===== config.mk =====
export PLATFORM = sky130hd
export DESIGN_NAME = multiplexed_occupancy_debouncer
export DESIGN_NICKNAME = d
export VERILOG_FILES = /design/src/rtl/mocdb_pkg.sv /design/src/rtl/multiplexed_occupancy_debouncer.sv /design/src/rtl/mocdb_ram.sv /design/src/rtl/mocdb_update.sv
export SDC_FILE = /design/constraint.sdc
export NUM_CORES = 2
export LEC_CHECK = 0
export BUFFER_PORTS_ARGS = -buffer_cell sky130_fd_sc_hd__buf_2
export CAP_MARGIN = 20
export CORE_MARGIN = 2
export CORE_UTILIZATION = 60
export CTS_CLUSTER_DIAMETER = 150
export CTS_CLUSTER_SIZE = 12
export DETAILED_ROUTE_END_ITERATION = 7
export HOLD_SLACK_MARGIN = 0.12
export PLACE_DENSITY_LB_ADDON = 0.25
export SETUP_SLACK_MARGIN = 0.1
export SYNTH_ARGS = -nofsm -noshare
export SYNTH_HDL_FRONTEND = slang
export SYNTH_SLANG_ARGS = --single-unit

===== constraint.sdc =====
create_clock -name clk -period 10.5 [get_ports clk]
set_input_delay 1.575 -clock clk [delete_from_list [all_inputs] [get_ports clk]]
set_output_delay 1.575 -clock clk [all_outputs]
set_load 0.05 [all_outputs]

===== src/rtl/mocdb_pkg.sv =====
// Shared types and constants for the multiplexed occupancy debouncer.
// No dependencies; imported by the top module, mocdb_update and the testbench.
`default_nettype none

package mocdb_pkg;

  localparam int MAX_DETECTORS_DEF = 8;
  localparam int BLOCKS_PER_DET    = 8;
  localparam int BLK_W             = 3;
  localparam int TIME_W            = 32;
  localparam int SUM_W             = 16;
  localparam int DEBOUNCE_W        = 16;
  localparam int SAMPLES_W         = 7;
  localparam int DETS_W            = 4;
  localparam int THRESH_W          = 10;
  localparam int PRODUCT_W         = THRESH_W + SAMPLES_W;
  localparam int CFG_DATA_W        = 16;
  localparam int CFG_IDX_W         = 2;
  localparam int IN_DATA_W         = 48;
  localparam int OUT_DATA_W        = 16;
  localparam int SCAN_DET_W        = 3;
  localparam int ABS_BLK_W         = 6;

  localparam logic [DEBOUNCE_W-1:0] DEBOUNCE_RST = DEBOUNCE_W'(50);
  localparam logic [SAMPLES_W-1:0]  SAMPLES_RST  = SAMPLES_W'(1);
  localparam logic [DETS_W-1:0]     DETS_RST     = DETS_W'(1);
  localparam logic [THRESH_W-1:0]   THRESH_RST   = THRESH_W'(600);

  typedef enum logic [CFG_IDX_W-1:0] {
    REG_DEBOUNCE  = 2'd0,
    REG_SAMPLES   = 2'd1,
    REG_DETECTORS = 2'd2,
    REG_THRESHOLD = 2'd3
  } cfg_reg_t;

  // per-channel record held in the channel RAM
  typedef struct packed {
    logic              stable;
    logic              raw;
    logic [TIME_W-1:0] change_time;
  } chan_entry_t;

  localparam int ENTRY_W = $bits(chan_entry_t);

  typedef struct packed {
    chan_entry_t wr;
    logic        changed;
    logic        occupied;
  } chan_upd_t;

endpackage

`default_nettype wire


===== src/rtl/multiplexed_occupancy_debouncer.sv =====
// Multiplexed occupancy debouncer: scans one channel per request, debounces it.
// Requests pass the stage-1 and result registers; one request per cycle sustained
// while results are taken; set by the channel RAM read-modify-write over two stages.
// Reset (rst_n low, synchronous): config to defaults, scan from channel 0, all
// channel records read as zero via per-channel valid bits.
`default_nettype none

module multiplexed_occupancy_debouncer import mocdb_pkg::*; #(
  parameter int MAX_DETECTORS = MAX_DETECTORS_DEF
) (
  input  wire logic                  clk,
  input  wire logic                  rst_n,
  input  wire logic                  in_tvalid,
  output      logic                  in_tready,
  input  wire logic [IN_DATA_W-1:0]  in_tdata,   // now_ms[31:0], level_sum[47:32]
  output      logic                  out_tvalid,
  input  wire logic                  out_tready,
  output      logic [OUT_DATA_W-1:0] out_tdata,  // scan_block[2:0], scan_detector[5:3],
                                                 // absolute_block[11:6], now_occupied[12]
  output      logic                  out_tuser,  // changed
  input  wire logic                  cfg_we,
  input  wire logic [CFG_IDX_W-1:0]  cfg_addr,
  input  wire logic [CFG_DATA_W-1:0] cfg_wdata
);

  localparam int CHANNELS = MAX_DETECTORS * BLOCKS_PER_DET;
  localparam int DET_W    = (MAX_DETECTORS > 1) ? $clog2(MAX_DETECTORS) : 1;
  localparam int CNT_W    = (DET_W + 1 > DETS_W) ? DET_W + 1 : DETS_W;
  localparam int CH_W     = DET_W + BLK_W;
  localparam int RAM_AW   = $clog2(CHANNELS);
  localparam int DEXT_W   = DET_W + SCAN_DET_W;
  localparam int CEXT_W   = CH_W + ABS_BLK_W;

  // configuration
  logic [DEBOUNCE_W-1:0] debounce_r;
  logic [SAMPLES_W-1:0]  samples_r;
  logic [DETS_W-1:0]     dets_r;
  logic [THRESH_W-1:0]   thresh_r;

  always_ff @(posedge clk) begin
    if (!rst_n) begin
      debounce_r <= DEBOUNCE_RST;
      samples_r  <= SAMPLES_RST;
      dets_r     <= DETS_RST;
      thresh_r   <= THRESH_RST;
    end else if (cfg_we) begin
      case (cfg_reg_t'(cfg_addr))
        REG_DEBOUNCE:  debounce_r <= cfg_wdata[DEBOUNCE_W-1:0];
        REG_SAMPLES:   samples_r  <= cfg_wdata[SAMPLES_W-1:0];
        REG_DETECTORS: dets_r     <= cfg_wdata[DETS_W-1:0];
        REG_THRESHOLD: thresh_r   <= cfg_wdata[THRESH_W-1:0];
        default: ;
      endcase
    end
  end

  logic [CNT_W-1:0] det_count;
  always_comb begin
    det_count = CNT_W'(dets_r);
    if (dets_r == '0) begin
      det_count = CNT_W'(1);
    end
    if (det_count > CNT_W'(MAX_DETECTORS)) begin
      det_count = CNT_W'(MAX_DETECTORS);
    end
  end

  logic [SAMPLES_W-1:0] samples_eff;
  logic [PRODUCT_W-1:0] level_limit;
  assign samples_eff = (samples_r == '0) ? SAMPLES_W'(1) : samples_r;
  assign level_limit = PRODUCT_W'(thresh_r) * PRODUCT_W'(samples_eff);

  // stage 0: request accept, scan counters, RAM read
  logic              accept;
  logic [TIME_W-1:0] in_now;
  logic [SUM_W-1:0]  in_sum;
  logic              in_occ;
  assign in_now = in_tdata[TIME_W-1:0];
  assign in_sum = in_tdata[TIME_W +: SUM_W];
  assign in_occ = PRODUCT_W'(in_sum) < level_limit;

  logic [DET_W-1:0] det_cnt_r, det_cnt_nxt, det_cur;
  logic [BLK_W-1:0] blk_cnt_r, blk_cnt_nxt, blk_cur;
  logic [CNT_W-1:0] det_inc;
  logic [CH_W-1:0]  ch_cur;

  always_comb begin
    det_cur = det_cnt_r;
    blk_cur = blk_cnt_r;
    if (CNT_W'(det_cnt_r) >= det_count) begin
      det_cur = '0;
      blk_cur = '0;
    end
    ch_cur      = {det_cur, blk_cur};
    blk_cnt_nxt = blk_cur + BLK_W'(1);
    det_inc     = CNT_W'(det_cur) + CNT_W'(1);
    det_cnt_nxt = det_cur;
    if (blk_cnt_nxt == '0) begin
      det_cnt_nxt = (det_inc >= det_count) ? '0 : det_inc[DET_W-1:0];
    end
  end

  always_ff @(posedge clk) begin
    if (!rst_n) begin
      det_cnt_r <= '0;
      blk_cnt_r <= '0;
    end else if (accept) begin
      det_cnt_r <= det_cnt_nxt;
      blk_cnt_r <= blk_cnt_nxt;
    end
  end

  // stage 1: channel record available, debounce update, write back
  logic              s1_v_r;
  logic [TIME_W-1:0] s1_now_r;
  logic              s1_occ_r;
  logic [CH_W-1:0]   s1_ch_r;
  logic              s1_vld_r;
  logic              s1_adv;

  logic              out_v_r;
  logic [BLK_W-1:0]  out_blk_r;
  logic [DET_W-1:0]  out_det_r;
  logic [CH_W-1:0]   out_ch_r;
  logic              out_chg_r;
  logic              out_occ_r;

  logic [CHANNELS-1:0] vld_r;
  logic [ENTRY_W-1:0]  ram_rdata;
  chan_entry_t         cur_entry;
  chan_upd_t           upd;

  assign s1_adv    = s1_v_r && (!out_v_r || out_tready);
  assign in_tready = !s1_v_r || !out_v_r || out_tready;
  assign accept    = in_tvalid && in_tready;

  always_ff @(posedge clk) begin
    if (!rst_n) begin
      s1_v_r <= 1'b0;
    end else if (accept) begin
      s1_v_r <= 1'b1;
    end else if (s1_adv) begin
      s1_v_r <= 1'b0;
    end
  end

  always_ff @(posedge clk) begin
    if (accept) begin
      s1_now_r <= in_now;
      s1_occ_r <= in_occ;
      s1_ch_r  <= ch_cur;
      s1_vld_r <= vld_r[ch_cur[RAM_AW-1:0]];
    end
  end

  always_ff @(posedge clk) begin
    if (!rst_n) begin
      vld_r <= '0;
    end else if (s1_adv) begin
      vld_r[s1_ch_r[RAM_AW-1:0]] <= 1'b1;
    end
  end

  mocdb_ram #(
    .WIDTH (ENTRY_W),
    .DEPTH (CHANNELS)
  ) u_chan_ram (
    .clk   (clk),
    .we    (s1_adv),
    .waddr (s1_ch_r[RAM_AW-1:0]),
    .wdata (upd.wr),
    .re    (accept),
    .raddr (ch_cur[RAM_AW-1:0]),
    .rdata (ram_rdata)
  );

  assign cur_entry = s1_vld_r ? chan_entry_t'(ram_rdata) : '0;

  mocdb_update u_update (
    .cur         (cur_entry),
    .occ         (s1_occ_r),
    .now_ms      (s1_now_r),
    .debounce_ms (debounce_r),
    .upd         (upd)
  );

  // result register
  always_ff @(posedge clk) begin
    if (!rst_n) begin
      out_v_r <= 1'b0;
    end else if (s1_adv) begin
      out_v_r <= 1'b1;
    end else if (out_tready) begin
      out_v_r <= 1'b0;
    end
  end

  always_ff @(posedge clk) begin
    if (s1_adv) begin
      out_blk_r <= s1_ch_r[BLK_W-1:0];
      out_det_r <= s1_ch_r[CH_W-1:BLK_W];
      out_ch_r  <= s1_ch_r;
      out_chg_r <= upd.changed;
      out_occ_r <= upd.occupied;
    end
  end

  logic [DEXT_W-1:0]    det_ext;
  logic [CEXT_W-1:0]    ch_ext;
  logic [ABS_BLK_W-1:0] abs_blk;
  assign det_ext = DEXT_W'(out_det_r);
  assign ch_ext  = CEXT_W'(out_ch_r);
  assign abs_blk = out_chg_r ? ch_ext[ABS_BLK_W-1:0] : '0;

  assign out_tvalid = out_v_r;
  assign out_tuser  = out_chg_r;
  assign out_tdata  = {3'b000, out_occ_r, abs_blk, det_ext[SCAN_DET_W-1:0], out_blk_r};

  // checks
  a_no_rw_collision: assert property (@(posedge clk) disable iff (!rst_n)
    (s1_adv && accept) |-> (s1_ch_r != ch_cur))
    else $error("channel RAM read and write hit the same channel");

  a_accept_fills_stage: assert property (@(posedge clk) disable iff (!rst_n)
    accept |=> s1_v_r)
    else $error("accepted request lost before the update stage");

  a_event_matches_block: assert property (@(posedge clk) disable iff (!rst_n)
    (out_tvalid && out_tuser) |-> (out_tdata[8:6] == out_tdata[2:0]))
    else $error("event channel disagrees with scanned block");

  a_event_settles: assert property (@(posedge clk) disable iff (!rst_n)
    upd.changed |-> (upd.wr.raw == upd.wr.stable))
    else $error("stable bit changed away from raw bit");

endmodule

`default_nettype wire


===== src/rtl/mocdb_ram.sv =====
// Generic simple dual-port RAM: one write port, one read port, registered read.
// Depends on nothing.
`default_nettype none

module mocdb_ram #(
  parameter int WIDTH = 8,
  parameter int DEPTH = 64
) (
  input  wire logic                     clk,
  input  wire logic                     we,
  input  wire logic [$clog2(DEPTH)-1:0] waddr,
  input  wire logic [WIDTH-1:0]         wdata,
  input  wire logic                     re,
  input  wire logic [$clog2(DEPTH)-1:0] raddr,
  output      logic [WIDTH-1:0]         rdata
);

  logic [WIDTH-1:0] mem [DEPTH];

  always_ff @(posedge clk) begin
    if (we) begin
      mem[waddr] <= wdata;
    end
    if (re) begin
      rdata <= mem[raddr];
    end
  end

endmodule

`default_nettype wire


===== src/rtl/mocdb_update.sv =====
// Debounce decision for one channel: raw change, hold-time check, stable update.
// Depends on mocdb_pkg.
`default_nettype none

module mocdb_update import mocdb_pkg::*; (
  input  wire chan_entry_t           cur,
  input  wire logic                  occ,
  input  wire logic [TIME_W-1:0]     now_ms,
  input  wire logic [DEBOUNCE_W-1:0] debounce_ms,
  output      chan_upd_t             upd
);

  logic [TIME_W-1:0] elapsed;
  logic              held;

  assign elapsed = now_ms - cur.change_time;
  assign held    = elapsed > TIME_W'(debounce_ms);

  always_comb begin
    upd          = '0;
    upd.wr       = cur;
    if (cur.raw != occ) begin
      upd.wr.raw         = occ;
      upd.wr.change_time = now_ms;
    end else if (held && (cur.stable != occ)) begin
      upd.wr.stable = occ;
      upd.changed   = 1'b1;
      upd.occupied  = occ;
    end
  end

endmodule

`default_nettype wire


Yosys cells after proc, flatten, opt, wreduce, memory -nomap -nowiden
Memories as Yosys holds them, arrays and structs flattened. A register that Yosys moved wholly into a read port is not among the register bits.
Cells that the tools add are included.
Word-level totals
  word-level logic and storage cells: 81
  memory bits (writable): 2176
  memories kept: 1
  register bits: 163
Memories
  u_chan_ram.mem: depth 64, bits a word 34, read ports 1, clocked after memory_dff 1, wr ports 1, RTL line mocdb_ram.sv:18  | logic [WIDTH-1:0] mem [DEPTH];
Operators by class
  muxes and demuxes: 23
  bitwise gates (word level): 2
  reduce and logical (&&, ||, !) cells: 20
  order comparisons: 8
  eq/ne operators: 5
  multipliers: 1
  add/subtract/negate cells: 3
Operators with widths (number)
  $or 64x64->64: 1
  $mux 34: 1
  $mux 33: 1
  $gt 32x16->1: 1
  $sub 32x32->32: 1
  $lt 16x17->1: 1
  $mul 10x7->17: 1
  $lt 6x7->1 const B: 2
  $mux 3: 4
  $mux 1: 10
  $mux 4: 2
  $reduce_and 2->1: 4
  $logic_not 7->1: 1
  $mux 7: 1
  $bmux 1 s6: 1
  $demux 1 s6: 1
  $ge 6x1->1 const B: 1
  $mux 6: 1
  $add 3x1->4 const B: 1
  $eq 2x2->1 const B: 2
  $ge 3x4->1: 1
  $ge 4x4->1: 1
  $gt 4x4->1 const B: 1
  $logic_and 1x1->1: 4
  other kinds (12): 17

Depth between registers and ports, before layout
  word-level depth: 10
  depth in mapped cells: 26
  depth with buffers taken out: 25

By module
A second synthesis with hierarchy kept.
Unflattened totals
  cell total of the unflattened synthesis: 5124
  area, all modules: 96176.0 µm²
By module, submodules not included
  mocdb_ram: cells each 3744, times used 1, area each 84114.4 µm²
  multiplexed_occupancy_debouncer: cells each 973, times used 1, area each 9238.9 µm²
  mocdb_update: cells each 407, times used 1, area each 2822.7 µm²

Least setup slack after synthesis
No wires, ideal clock.
  kind: register to register
  from: register s1_vld_r
  to: memory u_chan_ram.mem[0][33] (netlist bit), data pin
  stages on the path, launching flop included: 22
  arrival: 6276 ps
  buffers on the path: 2
  setup slack: 3662 ps
  data required time: 9938 ps
  setup time: 562 ps
  cells stage by stage: edfxtp_1 -> clkbuf_1 -> clkbuf_1 -> nand2_1 -> fa_1 -> a211oi_1 -> o21ai_0 -> nand3_1 -> nand2_1 -> a21o_1 -> a21oi_1 -> xnor2_1 -> ha_1 -> and3_1 -> nor2b_1 -> o31ai_1 -> a21oi_1 -> or4_1 -> nor4_1 -> nand4_1 -> o21ai_2 -> mux2i_1
Between the ends
  longest elaborated chain between the ends: 6
  elaborated cells between the ends (all ways): 8
  those cells by class: 1 x add/sub; 1 x order compare; 2 x eq/ne; 3 x mux; 1 x reduce/logical
Ends and longest elaborated chain
  start: declaration: RTL line multiplexed_occupancy_debouncer.sv:118  | logic s1_vld_r;
  start signal: assignment: RTL line multiplexed_occupancy_debouncer.sv:152  | s1_vld_r <= vld_r[ch_cur[RAM_AW-1:0]];
  $mux 34 (*): RTL line multiplexed_occupancy_debouncer.sv:177  | assign cur_entry = s1_vld_r ? chan_entry_t'(ram_rdata) : '0;
  $sub 32x32->32: RTL line mocdb_update.sv:16  | assign elapsed = now_ms - cur.change_time;
  $gt 32x16->1: RTL line mocdb_update.sv:17  | assign held = elapsed > TIME_W'(debounce_ms);
  $logic_and 1x1->1: RTL line mocdb_update.sv:25  | end else if (held && (cur.stable != occ)) begin
  $mux 1: RTL line mocdb_update.sv:25
  $mux 1 (*): RTL line mocdb_update.sv:22  | if (cur.raw != occ) begin
  via u_chan_ram.wdata[33]: RTL line mocdb_ram.sv:12  | input wire logic [WIDTH-1:0] wdata,
  end: declaration: RTL line mocdb_ram.sv:18
Mark *: on every way through the listed nets, which the timed path passes. The rest lies on a longest branch.

Worst setup path after layout
  from: register s1_vld_r
  to: memory u_chan_ram.mem[24][33] (netlist bit), data pin
The elaborated chain is that of the path after synthesis.

==> flow_summary.json <==
{
  "status": "completed",
  "antenna_found_initial": 9,
  "path_max_fanout": 65,
  "irDropWorstVdd_mv": 0.177,
  "async_flop_share": 0,
  "p_leak_nw": 35.6,
  "io_pins": 90,
  "dr_wl_met3_mm": 33.0,
  "synthAdderAreaFrac": 0.0223,
  "post-place-ws_ps": 4040,
  "cts_tree": "built",
  "syn_inst": 6969,
  "synth_commonest_cells": "edfxtp_1, nand2_1, nand3_1",
  "max_stage_delay_ps": 580,
  "grt.overflow.total": 0,
  "dpl.hpwl_mm": 145,
  "die_height_um": 406,
  "timing.final.ws_setup_ps": 3880,
  "numPortBuffers": 86,
  "synth_compound_area_frac": 0.0853,
  "post_cts_buffers": 0,
  "cts_buffers": 215,
  "vias_per_cell": 6.71,
  "timing.fmax_mhz": 151,
  "cts-resized-gates": 0,
  "synthTopCellsByArea": "edfxtp_1, nand2_1, mux2i_1",
  "maxUsedRoutingLayer": "met5",
  "cpMaxStageDelayCell": "or4_1",
  "clk_pin_slew_ps": 70,
  "fin_crit_sh": 0.630,
  "slew_headroom": 0.215,
  "cts_buffer_depth": 3,
  "critPathBufInv": 3,
  "synthMuxAreaShare": 0.0394,
  "synth-edff-count": 2258,
  "synth_xor_area_frac": 0.00271,
  "yosysWarnings": 0,
  "cp_top_family": "simple AND/OR/NAND/NOR gates",
  "met2_length_mm": 126,
  "syn_avg_cell_area_um2": 13.9,
  "maxCapViolations": 0,
  "htreeDepth": 4,
  "layout_min_cycle_time_ps": 6620,
  "worstSetupEndpointType": "flop",
  "layout-drive-gt1-share": 0.0965,
  "setup_viol": 0,
  "powerDensity_mw_per_mm2": 190,
  "crit_type": "reg -> reg",
  "routed_wl_mm": 270,
  "clock_latency_ps": 880,
  "grt_max_degree": 177,
  "area_delta_synth_final_pct": 9.93,
  "yosys_register_bits": 2367,
  "drt_first_pass_iters": 6,
  "grt_pass1_vias": 58600,
  "track_usage": 0.326,
  "synth.most_common_cell": "edfxtp_1",
  "yosysTopAreaCellShare": 0.700,
  "tightest_slew_ps": 1180,
  "drc_errors": 0,
  "wl_per_cell_um": 29.3,
  "drv_slew": 0,
  "hold_class": "reg -> reg",
  "place_congestion": 0.883,
  "grt_pass1_wl_mm": 391,
  "nets": 7210,
  "required_ps": 11050,
  "route.layer.met1.wl_mm": 101,
  "synth_ff_type": "edfxtp_1",
  "startpoint_type": "flop",
  "cp_cell_sequence": "buf_4 -> and2_1 -> ha_1 -> inv_1 -> fa_1 -> a211oi_1 -> o21ai_0 -> nand3_1 -> nand2_1 -> a21o_1 -> a21oi_1 -> xnor2_1 -> ha_1 -> and3_1 -> nor2b_1 -> o31ai_1 -> a21oi_1 -> or4_1 -> nor4_1 -> nand4_1 -> o21ai_2 -> mux2i_4 -> buf_4",
  "holdWs_ps": 465,
  "synth_top_family_by_area": "simple AND/OR/NAND/NOR gates",
  "ant_nets": 0,
  "core_mm2": 0.161,
  "rsz0062_at_grt": "no",
  "die_area_mm2": 0.165,
  "finalHoldViolCount": 0,
  "cts_hold_buf": 0,
  "vias": 61800,
  "clock-sinks": 2367,
  "fin_setup_tns_ps": 0,
  "drt_iter0_drc": 9747,
  "syn_area_mm2": 0.0969,
  "die_x_um": 406,
  "clock_skew_ps": 48.8,
  "synthSimpleGateAreaFrac": 0.103,
  "synth-seq-area-share": 0.722,
  "rows": 147,
  "start_util": 0.604,
  "root_buffer": "clkbuf_16",
  "yosys.cell_types.count": 80,
  "yosys.area.top_type": "edfxtp_1",
  "cp.arrival_ps": 7170
}
## path summary, 6_finish.rpt
kind         startpoint                endpoint  slack (ps)  depth (start not counted)
max            s1_vld_r  u_chan_ram.mem[24][33]        3880                         23
min           vld_r[49]               vld_r[49]         460                          1
max reg2reg    s1_vld_r  u_chan_ram.mem[24][33]        3880                         23
min reg2reg   vld_r[49]               vld_r[49]         460                          1
## cell families after synthesis
logic type	after synthesis
flip-flops	2367
AND/OR/NAND/NOR	2289
AO/OA/AOI/OAI	1170
buffers and inverters	582
multiplexers	381
adder cells (fa/ha/maj)	149
XOR/XNOR	30
other	1
## state kept, by name, summed over array words and instances (netlist names), 6 cells and up
name,count
vld_r,64
samples_r,7
thresh_r,10
s1_now_r,32
u_chan_ram.rdata,34
u_chan_ram.mem,2176
s1_ch_r,6
debounce_r,16
## per-layer routing
| layer | vias up | GRT usage |
|---|---|---|
| met2 | 4113 | 0.513 |
| met4 | 2 | 0.124 |
| met5 | - | 0 |
| met3 | 596 | 0.0679 |
| met1 | 30700 | 0.452 |
| li1 | 26400 | - |
## stage by stage
stage	power, W	cells	util	instance area, um^2
after CTS	0.0202	9209	0.663	106000
after global routing	0.0208	9218	0.663	107000
after detailed placement	0.0134	8927	0.626	101000
final	0.0203	9221	0.663	107000
after global placement	0.0133	8924	0.626	101000
after floorplan	0.0126	6971	-	96900
## power breakdown
| part | switching (W) | internal, W | leakage [nW] |
|---|---|---|---|
| registers | 0.0000766 | 0.0109 | 21.5 |
| clock network | 0.00327 | 0.00374 | 2.85 |
| logic | 0.00170 | 0.000572 | 11.3 |
## cell usage in the layout (no fill, tap or decap), types with 26 or more instances in the layout
master and n:
nand3_1 563, o21ai_4 37, o221a_2 42, a21o_1 26, o21a_1 76, ha_1 108, edfxtp_1 2258, nand2_1 1297
clkbuf_16 219, buf_4 158, o21ai_0 42, o211ai_1 47, and2_1 48, mux2i_1 373, a31oi_1 152, clkbuf_1 50
dfxtp_1 107, fa_1 40, nor3_1 78, o221ai_1 243, nor2_1 57, inv_1 117, a21oi_1 315, nor4_1 52
nand4_1 39, buf_2 90, nor2_4 66
## area by class of cell
cell class / count / area [um^2]
clock inverters: 12 / 211
well taps: 2160 / 2700
flip-flops and latches: 2367 / 70000
fillers: 10900 / 54000
clock buffers: 270 / 5680
repair buffers: 261 / 1900
inverters: 123 / 485
diodes: 6 / 15.0
multi-input cells: 4022 / 25500
## worst reg2reg max path, cell delays in order, from the launching register on
cell and delay, ps:
edfxtp_1 320, buf_4 540, and2_1 260, ha_1 180
inv_1 70, fa_1 470, a211oi_1 380, o21ai_0 220
nand3_1 120, nand2_1 90, a21o_1 210, a21oi_1 170
xnor2_1 140, ha_1 240, and3_1 170, nor2b_1 130
o31ai_1 250, a21oi_1 100, or4_1 580, nor4_1 270
nand4_1 240, o21ai_2 290, mux2i_4 260, buf_4 500
Note: power is estimated with default switching activity, not from simulation.
